--- src/hw/rtl/thd_pkg.sv ---
// ============================================================================
// thd_pkg - shared types and constants for the touch hysteresis debouncer
// Register map, sequencer states and controller/datapath interface structs.
// ============================================================================
package thd_pkg;

   localparam int unsigned SAMPLE_W  = 16;
   localparam int unsigned COUNT_W   = 8;
   localparam int unsigned WEIGHT_W  = 8;
   localparam int unsigned CSR_IDX_W = 3;
   localparam int unsigned CSR_DAT_W = 16;
   localparam int unsigned PROD_W    = SAMPLE_W + WEIGHT_W;
   localparam int unsigned DIVR_W    = WEIGHT_W + 1;
   localparam int unsigned DIV_STEPS = SAMPLE_W;
   localparam int unsigned STEP_W    = $clog2(DIV_STEPS);

   localparam logic [SAMPLE_W-1:0] REF_OFFSET = SAMPLE_W'(10000);

   // Register indexes
   localparam logic [CSR_IDX_W-1:0] REG_THRESHOLD     = CSR_IDX_W'(0);
   localparam logic [CSR_IDX_W-1:0] REG_HYSTERESIS    = CSR_IDX_W'(1);
   localparam logic [CSR_IDX_W-1:0] REG_REQUIRED      = CSR_IDX_W'(2);
   localparam logic [CSR_IDX_W-1:0] REG_AVG_WEIGHT    = CSR_IDX_W'(3);
   localparam logic [CSR_IDX_W-1:0] REG_USE_REFERENCE = CSR_IDX_W'(4);

   typedef enum logic [2:0] {
      ST_IDLE,
      ST_PREP,
      ST_SUM,
      ST_DIV,
      ST_UPDATE,
      ST_OUT
   } state_type;

   typedef struct packed {
      logic load_req;
      logic prep;
      logic sum;
      logic div_step;
      logic update;
      logic load_rsp;
   } cmd_type;

   typedef struct packed {
      logic value_eq_avg;
   } status_type;

endpackage

--- src/hw/rtl/touch_hysteresis_debouncer_top.sv ---
// One raw touch reading per transaction goes in and exactly one result comes
// out: the debounced touch flag and the running average after that reading.
// A transaction runs from acceptance to result through accept, prepare,
// sum, a one-bit-per-cycle restoring divider for the (w+1) divisor,
// update and output; a reading equal to the stored average skips the
// divider. The block takes one reading at a time. The result sits in an
// output register, so the next reading is taken while a result waits.
// Config writes are taken every cycle and belong only to idle periods.
// ============================================================================
// touch_hysteresis_debouncer_top - touch channel averaging and debounce
// Sequencer plus datapath; valid/ready request, response and CSR channels.
// ============================================================================
module touch_hysteresis_debouncer_top (
   input  logic                              clock,
   input  logic                              reset,
   // CSR write channel
   input  logic                              csr_valid,
   output logic                              csr_ready,
   input  logic [thd_pkg::CSR_IDX_W-1:0]     csr_index,
   input  logic [thd_pkg::CSR_DAT_W-1:0]     csr_wdata,
   // request channel
   input  logic                              req_valid,
   output logic                              req_ready,
   input  logic [thd_pkg::SAMPLE_W-1:0]      req_sample,
   input  logic [thd_pkg::SAMPLE_W-1:0]      req_reference_sample,
   // response channel
   output logic                              rsp_valid,
   input  logic                              rsp_ready,
   output logic                              rsp_active,
   output logic [thd_pkg::SAMPLE_W-1:0]      rsp_filtered_value
);

   thd_pkg::cmd_type    cmd;
   thd_pkg::status_type status;

   // register writes never stall
   assign csr_ready = 1'b1;

   thd_ctrl u_ctrl (
      .clock     (clock),
      .reset     (reset),
      .req_valid (req_valid),
      .req_ready (req_ready),
      .rsp_valid (rsp_valid),
      .rsp_ready (rsp_ready),
      .status    (status),
      .cmd       (cmd)
   );

   thd_dp u_dp (
      .clock                (clock),
      .reset                (reset),
      .csr_we               (csr_valid && csr_ready),
      .csr_index            (csr_index),
      .csr_wdata            (csr_wdata),
      .req_sample           (req_sample),
      .req_reference_sample (req_reference_sample),
      .cmd                  (cmd),
      .status               (status),
      .rsp_active           (rsp_active),
      .rsp_filtered_value   (rsp_filtered_value)
   );

`ifndef NO_ASSERTIONS
   // one transaction in flight: no second acceptance right after one
   a_single_inflight: assert property (@(posedge clock) disable iff (reset)
      (req_valid && req_ready) |=> !req_ready)
      else $error("request accepted while previous transaction in flight");

   // a result only appears out of the working states
   a_rsp_from_work: assert property (@(posedge clock) disable iff (reset)
      $rose(rsp_valid) |-> $past(!req_ready))
      else $error("response raised from idle");

   // no result in the cycle right after acceptance
   a_no_instant_rsp: assert property (@(posedge clock) disable iff (reset)
      (req_valid && req_ready) |=> !$rose(rsp_valid))
      else $error("response raised without processing");
`endif

endmodule

--- src/hw/rtl/thd_ctrl.sv ---
// ============================================================================
// thd_ctrl - sequencer for the touch hysteresis debouncer
// Steps one transaction through prepare, sum, serial divide, update, output.
// ============================================================================
module thd_ctrl (
   input  logic                clock,
   input  logic                reset,
   input  logic                req_valid,
   output logic                req_ready,
   output logic                rsp_valid,
   input  logic                rsp_ready,
   input  thd_pkg::status_type status,
   output thd_pkg::cmd_type    cmd
);

   thd_pkg::state_type                  state_ff, state_in;
   logic [thd_pkg::STEP_W-1:0]          step_ff, step_in;
   logic                                rsp_valid_ff, rsp_valid_in;
   logic                                slot_free;
   logic                                last_step;

   assign slot_free = !rsp_valid_ff || rsp_ready;
   assign last_step = (step_ff == thd_pkg::STEP_W'(thd_pkg::DIV_STEPS - 1));

   // next state
   always_comb begin
      state_in = state_ff;
      case (state_ff)
         thd_pkg::ST_IDLE: begin
            if (req_valid) state_in = thd_pkg::ST_PREP;
         end
         thd_pkg::ST_PREP: begin
            state_in = status.value_eq_avg ? thd_pkg::ST_OUT : thd_pkg::ST_SUM;
         end
         thd_pkg::ST_SUM: begin
            state_in = thd_pkg::ST_DIV;
         end
         thd_pkg::ST_DIV: begin
            if (last_step) state_in = thd_pkg::ST_UPDATE;
         end
         thd_pkg::ST_UPDATE: begin
            state_in = thd_pkg::ST_OUT;
         end
         thd_pkg::ST_OUT: begin
            if (slot_free) state_in = thd_pkg::ST_IDLE;
         end
         default: begin
            state_in = thd_pkg::ST_IDLE;
         end
      endcase
   end

   // outputs
   always_comb begin
      cmd       = '0;
      req_ready = 1'b0;
      step_in   = step_ff;
      case (state_ff)
         thd_pkg::ST_IDLE: begin
            req_ready    = 1'b1;
            cmd.load_req = req_valid;
         end
         thd_pkg::ST_PREP: begin
            cmd.prep = 1'b1;
         end
         thd_pkg::ST_SUM: begin
            cmd.sum = 1'b1;
            step_in = '0;
         end
         thd_pkg::ST_DIV: begin
            cmd.div_step = 1'b1;
            step_in      = step_ff + thd_pkg::STEP_W'(1);
         end
         thd_pkg::ST_UPDATE: begin
            cmd.update = 1'b1;
         end
         thd_pkg::ST_OUT: begin
            cmd.load_rsp = slot_free;
         end
         default: begin
            cmd = '0;
         end
      endcase
   end

   always_comb begin
      if (cmd.load_rsp) rsp_valid_in = 1'b1;
      else if (rsp_ready) rsp_valid_in = 1'b0;
      else rsp_valid_in = rsp_valid_ff;
   end

   always_ff @(posedge clock) begin
      if (reset) begin
         state_ff     <= thd_pkg::ST_IDLE;
         step_ff      <= '0;
         rsp_valid_ff <= 1'b0;
      end else begin
         state_ff     <= state_in;
         step_ff      <= step_in;
         rsp_valid_ff <= rsp_valid_in;
      end
   end

   assign rsp_valid = rsp_valid_ff;

endmodule

--- src/hw/rtl/thd_dp.sv ---
// ============================================================================
// thd_dp - datapath for the touch hysteresis debouncer
// Config registers, reference offset, weighted sum, restoring divider,
// confirm counter and result register.
// ============================================================================
module thd_dp (
   input  logic                               clock,
   input  logic                               reset,
   input  logic                               csr_we,
   input  logic [thd_pkg::CSR_IDX_W-1:0]      csr_index,
   input  logic [thd_pkg::CSR_DAT_W-1:0]      csr_wdata,
   input  logic [thd_pkg::SAMPLE_W-1:0]       req_sample,
   input  logic [thd_pkg::SAMPLE_W-1:0]       req_reference_sample,
   input  thd_pkg::cmd_type                   cmd,
   output thd_pkg::status_type                status,
   output logic                               rsp_active,
   output logic [thd_pkg::SAMPLE_W-1:0]       rsp_filtered_value
);

   localparam int unsigned SW = thd_pkg::SAMPLE_W;
   localparam int unsigned CW = thd_pkg::COUNT_W;
   localparam int unsigned WW = thd_pkg::WEIGHT_W;
   localparam int unsigned PW = thd_pkg::PROD_W;
   localparam int unsigned DW = thd_pkg::DIVR_W;

   // config
   logic [SW-1:0] threshold_ff, hysteresis_ff;
   logic [CW-1:0] required_ff;
   logic [WW-1:0] weight_ff;
   logic          use_ref_ff;

   // working registers
   logic [SW-1:0] sample_ff, refs_ff;
   logic [SW-1:0] value_ff, value_in;
   logic [PW-1:0] prod_ff;
   logic [DW-1:0] rem_ff, rem_in;
   logic [SW-1:0] quo_ff, quo_in;
   logic [PW-1:0] dividend;
   logic [DW-1:0] divisor;
   logic [DW:0]   trial;
   logic [DW:0]   trial_diff;
   logic          trial_ge;

   // state
   logic [SW-1:0] avg_ff;
   logic [CW-1:0] cnt_ff, cnt_in;
   logic          touched_ff, touched_in;
   logic          above_band, below_band;

   logic          rsp_active_ff;
   logic [SW-1:0] rsp_value_ff;

   always_ff @(posedge clock) begin
      if (reset) begin
         threshold_ff  <= '0;
         hysteresis_ff <= '0;
         required_ff   <= CW'(1);
         weight_ff     <= '0;
         use_ref_ff    <= 1'b0;
      end else if (csr_we) begin
         case (csr_index)
            thd_pkg::REG_THRESHOLD:     threshold_ff  <= csr_wdata[SW-1:0];
            thd_pkg::REG_HYSTERESIS:    hysteresis_ff <= csr_wdata[SW-1:0];
            thd_pkg::REG_REQUIRED:      required_ff   <= csr_wdata[CW-1:0];
            thd_pkg::REG_AVG_WEIGHT:    weight_ff     <= csr_wdata[WW-1:0];
            thd_pkg::REG_USE_REFERENCE: use_ref_ff    <= csr_wdata[0];
            default: ;
         endcase
      end
   end

   // reference mode: sample + offset - reference, mod 2^16
   assign value_in = use_ref_ff ? (sample_ff + thd_pkg::REF_OFFSET - refs_ff) : sample_ff;
   assign status.value_eq_avg = (value_in == avg_ff);

   assign dividend = prod_ff + PW'(value_ff);
   assign divisor  = DW'(weight_ff) + DW'(1);

   // one restoring step; remainder stays below divisor
   assign trial      = {rem_ff, quo_ff[SW-1]};
   assign trial_diff = trial - {1'b0, divisor};
   assign trial_ge   = (trial >= {1'b0, divisor});

   always_comb begin
      rem_in = rem_ff;
      quo_in = quo_ff;
      if (cmd.sum) begin
         // quotient fits 16 bits, so the top byte is already below the divisor
         rem_in = DW'(dividend[PW-1:SW]);
         quo_in = dividend[SW-1:0];
      end else if (cmd.div_step) begin
         rem_in = trial_ge ? trial_diff[DW-1:0] : trial[DW-1:0];
         quo_in = {quo_ff[SW-2:0], trial_ge};
      end
   end

   // band checks on the new average
   assign above_band = ({1'b0, quo_ff} > ({1'b0, threshold_ff} + {1'b0, hysteresis_ff}));
   assign below_band = (({1'b0, quo_ff} + {1'b0, hysteresis_ff}) < {1'b0, threshold_ff});

   always_comb begin
      cnt_in = cnt_ff;
      if (touched_ff) begin
         if (below_band && (cnt_ff != '0)) cnt_in = cnt_ff - CW'(1);
      end else begin
         if (above_band && (cnt_ff < required_ff)) cnt_in = cnt_ff + CW'(1);
      end
      if (cnt_in >= required_ff) touched_in = 1'b1;
      else if (cnt_in == '0) touched_in = 1'b0;
      else touched_in = touched_ff;
   end

   always_ff @(posedge clock) begin
      if (reset) begin
         avg_ff     <= '0;
         cnt_ff     <= '0;
         touched_ff <= 1'b0;
      end else if (cmd.update) begin
         avg_ff     <= quo_ff;
         cnt_ff     <= cnt_in;
         touched_ff <= touched_in;
      end
   end

   always_ff @(posedge clock) begin
      if (cmd.load_req) begin
         sample_ff <= req_sample;
         refs_ff   <= req_reference_sample;
      end
      if (cmd.prep) begin
         value_ff <= value_in;
         prod_ff  <= weight_ff * avg_ff;
      end
      rem_ff <= rem_in;
      quo_ff <= quo_in;
      if (cmd.load_rsp) begin
         rsp_active_ff <= touched_ff;
         rsp_value_ff  <= avg_ff;
      end
   end

   assign rsp_active         = rsp_active_ff;
   assign rsp_filtered_value = rsp_value_ff;

endmodule
--- config.mk ---
export PLATFORM = sky130hd
export DESIGN_NAME = touch_hysteresis_debouncer_top
export DESIGN_NICKNAME = d
export VERILOG_FILES = /design/src/hw/rtl/thd_pkg.sv /design/src/hw/rtl/touch_hysteresis_debouncer_top.sv /design/src/hw/rtl/thd_ctrl.sv /design/src/hw/rtl/thd_dp.sv
export SDC_FILE = /design/constraint.sdc
export NUM_CORES = 1
export LEC_CHECK = 0
export ABC_AREA = 1
export BUFFER_PORTS_ARGS = -buffer_cell sky130_fd_sc_hd__buf_2
export CORE_ASPECT_RATIO = 1.2
export CORE_UTILIZATION = 35
export CTS_CLUSTER_SIZE = 12
export DETAILED_ROUTE_END_ITERATION = 10
export PLACE_DENSITY = 0.52
export SYNTH_ARGS = -nofsm -noshare
export SYNTH_HDL_FRONTEND = slang
export SYNTH_SLANG_ARGS = --single-unit
--- constraint.sdc ---
create_clock -name clock -period 6 [get_ports clock]
set_clock_uncertainty 0.1 [all_clocks]
set_input_delay 1.8 -clock clock [delete_from_list [all_inputs] [get_ports clock]]
set_output_delay 1.8 -clock clock [all_outputs]
set_load 0.02 [all_outputs]
==> results.md <==
- Status: finished clean
- Crit path kind: flip-flop to flip-flop
- Crit path time final: 5.22 ns
- Top-level port count: 76
- Pre-CTS WS: 0.776 ns
- Via count: 13446
- Logic pwr share: 0.480
- Final setup vio count: 0
- Max capacitance violation total: 0
- Cell Int Power: 3440 uW
- Post-CTS Setup Repair Bufs: 0
- Full die area: 48400 um2
- CTS tree: built
- Detail Placement HPWL: 36200 um
- Yosys warns: 0
- Num CTS Buffers: 17
- Routed wire length: 45300 um
- Avg Vias per Cell: 4.88
- Total power after layout: 6210 uW
- Crit end category: flip-flop
- Clock latency on the worst-skew pair: 0.50 ns
- Slew Limit Fails: 0
- Hold Path Stages: 2
- Maximum clock path buffer count: 2
- Post_cts resized: 0
- Vias in the first global route: 13595
- Die Wd: 201 um
- Clk sinks: 196
- Chip Height: 241 um
- Core area: 46900 um2
- Worst min-delay path class: flip-flop to flip-flop
- Worst-path fanout max: 9
- Switching pwr: 2770 uW
- Synth cell types: 59
- Initial antenna violation count: 0
- CP peak stage delay: 0.46 ns
- Syn-to-layout area delta: 9.75%
- Drc violations: 0
- Synthesized netlist cell count: 2069
- Reg2Reg Depth: 34
- Initial Utilization: 0.355
- Power per Cell Area: 340 nW/um2
- Synth top area share: 0.204
- Average wire per standard cell: 16.4 um
- # H-tree levels: 4
- Standard-cell rows: 87
- Critical R2R Launch: u_dp.quo_ff[2]$_DFFE_PP_
- First-pass GRT wire length: 72600 um
- Slowest cell on crit path: edfxtp_1
- Number of diodes: 0
- Hold_buf cts: 0
- Post-route ant nets: 0
- Worst Hold Endpoint: u_dp.rem_ff[8]$_SDFFE_PP0P_
- Post-synth EDFFs: 113
- Period utilization: 0.870
- Gp weighted congestion: 0.895
- Arrival time worst endpoint: 5.51 ns
- Post-route setup slack: 0.780 ns
- Root Buffer: clkbuf_16
- Syn avg cell area: 8.04 um2
- Filler cells: 4795
- Clock power share: 0.190
- Ys flop type: edfxtp_1
- Post-Syn Area: 16600 um2
- Startpoint Class: flip-flop
- Synth Register Bits: 196
- Worst-case headroom to the max-slew limit: 0.376
- Most common cell on crit path: nand2_1
- Worst vdd ir: 239 uV
- Sequential share of power: 0.331
- Leakage: 0.00912 uW
- R2R Path End: u_dp.touched_ff$_SDFFE_PP0P_
- Hold Startpoint: u_dp.rem_ff[8]$_SDFFE_PP0P_
- Total gr overflow: 0
- Internal reg-to-reg setup slack: 0.78 ns
- Port Buffers: 74
- Router iterations before antenna repair: 5
- FMAX: 0.192 GHz
- Ys async rst share: 0
- Worst EP required: 6.29 ns
- Share of layout cells above drive strength 1: 0.0872
- Gr usage total: 0.196
- Hold Violations, Final: 0
- RSZ-0062 raised after global routing: false
- Fin cells: 2756
- Least-Margin Pin Slew: 0.934 ns
- Dpl cells: 2724
- Synth area leader: edfxtp_1
- Clk slew on worst S/H paths: 0.08 ns
- Seq/Total Area, Yosys: 0.304
- TNS Setup: 0 ns
- Initial DRC count: 614
- Post-Syn Nets: 2395
- Final #Nets: 2446
- Switching Share: 0.446
- Pin count of the biggest net entering global routing: 43
- Synth area leaders: edfxtp_1, ha_1, fa_1
[cell usage after synthesis (2+ instances only)]
| cell type | count |
|---|---|
| a21boi_1 | 3 |
| xor2_1 | 62 |
| nor2_2 | 6 |
| buf_2 | 4 |
| buf_1 | 5 |
| o21ai_1 | 10 |
| o211ai_1 | 5 |
| nand3b_1 | 4 |
| a21oi_1 | 153 |
| nand2_2 | 9 |
| o21a_1 | 6 |
| dfxtp_1 | 83 |
| nand4_1 | 22 |
| a21o_1 | 3 |
| clkbuf_1 | 47 |
| clkbuf_8 | 4 |
| o21ai_0 | 122 |
| a211oi_1 | 4 |
| edfxtp_1 | 113 |
| inv_2 | 6 |
| a21oi_2 | 7 |
| or2_1 | 2 |
| nand2_1 | 436 |
| o21bai_1 | 6 |
| nor4_1 | 2 |
| fa_1 | 89 |
| nand3_1 | 81 |
| xnor2_1 | 33 |
| nand3_2 | 4 |
| inv_1 | 371 |
| o21ai_2 | 10 |
| ha_1 | 181 |
| o31ai_1 | 2 |
| nor2_1 | 114 |
| nor3_1 | 23 |
| o22ai_1 | 3 |
| buf_4 | 3 |
| a31oi_1 | 10 |
[cell families (layout without fill, tap and decap cells)]
group	Yosys count	after routing	share of synthesized area
adders and majority gates	270	270	0.243
other	1	1	0.000225
DFF	196	196	0.304
buffers and inverters	442	506	0.104
xor gates and xnor gates	95	95	0.0500
AOI/OAI and AO/OA	354	354	0.119
and+or+nand+nor	711	711	0.180
[critical path: cells and delay by family, from the launching register on]
family                   cells  cell delay [ns]
AO/OA/AOI/OAI               17             2.53
XOR/XNOR                     1             0.13
adder cells (fa/ha/maj)      3             0.85
buffers and inverters        2             0.12
flip-flops                   1             0.46
AND/OR/NAND/NOR             11             0.91
[worst max-delay path by stage]
stage	startpoint	to	slack, ns	depth (start not counted)
after floorplan	u_dp.weight_ff[6]$_SDFFE_PP0P_	u_dp.prod_ff[23]$_DFFE_PN_	1.08	17
after global placement	u_dp.quo_ff[2]$_DFFE_PP_	u_dp.touched_ff$_SDFFE_PP0P_	0.83	34
after detailed placement	u_dp.quo_ff[2]$_DFFE_PP_	u_dp.touched_ff$_SDFFE_PP0P_	0.78	34
after CTS	u_dp.quo_ff[2]$_DFFE_PP_	u_dp.touched_ff$_SDFFE_PP0P_	0.74	34
after global routing	u_dp.quo_ff[2]$_DFFE_PP_	u_dp.touched_ff$_SDFFE_PP0P_	0.16	34
final	u_dp.quo_ff[2]$_DFFE_PP_	u_dp.touched_ff$_SDFFE_PP0P_	0.78	34
[layout make-up]
| type | instances | area (um2) | share of cell area |
|---|---|---|---|
| Inverter | 378 | 1420 | 0.0777 |
| Tap cell | 623 | 779 | 0.0427 |
| Timing Repair Buffer | 96 | 536 | 0.0293 |
| Clock inverter | 14 | 156 | 0.00856 |
| Sequential cell | 196 | 5050 | 0.277 |
| Clock buffer | 18 | 429 | 0.0235 |
| Multi-Input combinational cell | 1431 | 9890 | 0.542 |
[cell usage in the layout, fill, tap and decap left out, types with 7 or more instances in the layout]
cell type  instances
nor2_2             7
nor2_1           112
a21oi_1          153
o21ai_0          122
dfxtp_1           83
inv_1            370
ha_1             181
nand4_1           22
nor3_1            21
o21ai_2           10
a31oi_1           10
a21oi_2            7
nand2_1          436
inv_2              7
clkbuf_16         17
edfxtp_1         113
xnor2_1           33
nand2_2            9
buf_4             22
xor2_1            62
nand3_1           81
o21ai_1           10
fa_1              89
buf_2             74
[state kept, by name, indices dropped and copies added, names as in the netlist, 9 cells and up]
name and flops:
u_dp.avg_ff 16, u_dp.prod_ff 24, u_dp.value_ff 16, u_dp.threshold_ff 16
u_dp.sample_ff 16, u_dp.hysteresis_ff 16, u_dp.rem_ff 9, u_dp.rsp_filtered_value 16
u_dp.quo_ff 16, u_dp.refs_ff 16
[per-stage QoR]
step / util / hold WS (ns) / area [um2]
finish: 0.389 / 0.384 / 18300
global route: 0.389 / 0.415 / 18300
CTS: 0.389 / 0.385 / 18300
detailed placement: 0.377 / 0.367 / 17700
global placement: 0.377 / 0.351 / 17700
floorplan: - / 0.306 / 16600
[power by group through the flow]
stage	registers (uW)	clock network [uW]	logic, uW
global placement	2080	0	2950
global route	2080	1260	3410
finish	2050	1180	2980
floorplan	1970	0	2260
detailed placement	2080	0	2980
CTS	2050	1220	3000
[layer usage]
layer | track usage | part of all wire
met1 | 0.236 | 0.44
met5 | 0 | 0
met3 | 0.0309 | 0.037
met2 | 0.348 | 0.49
met4 | 0.0768 | 0.029
No activity file was read; power rests on OpenSTA's default activity.
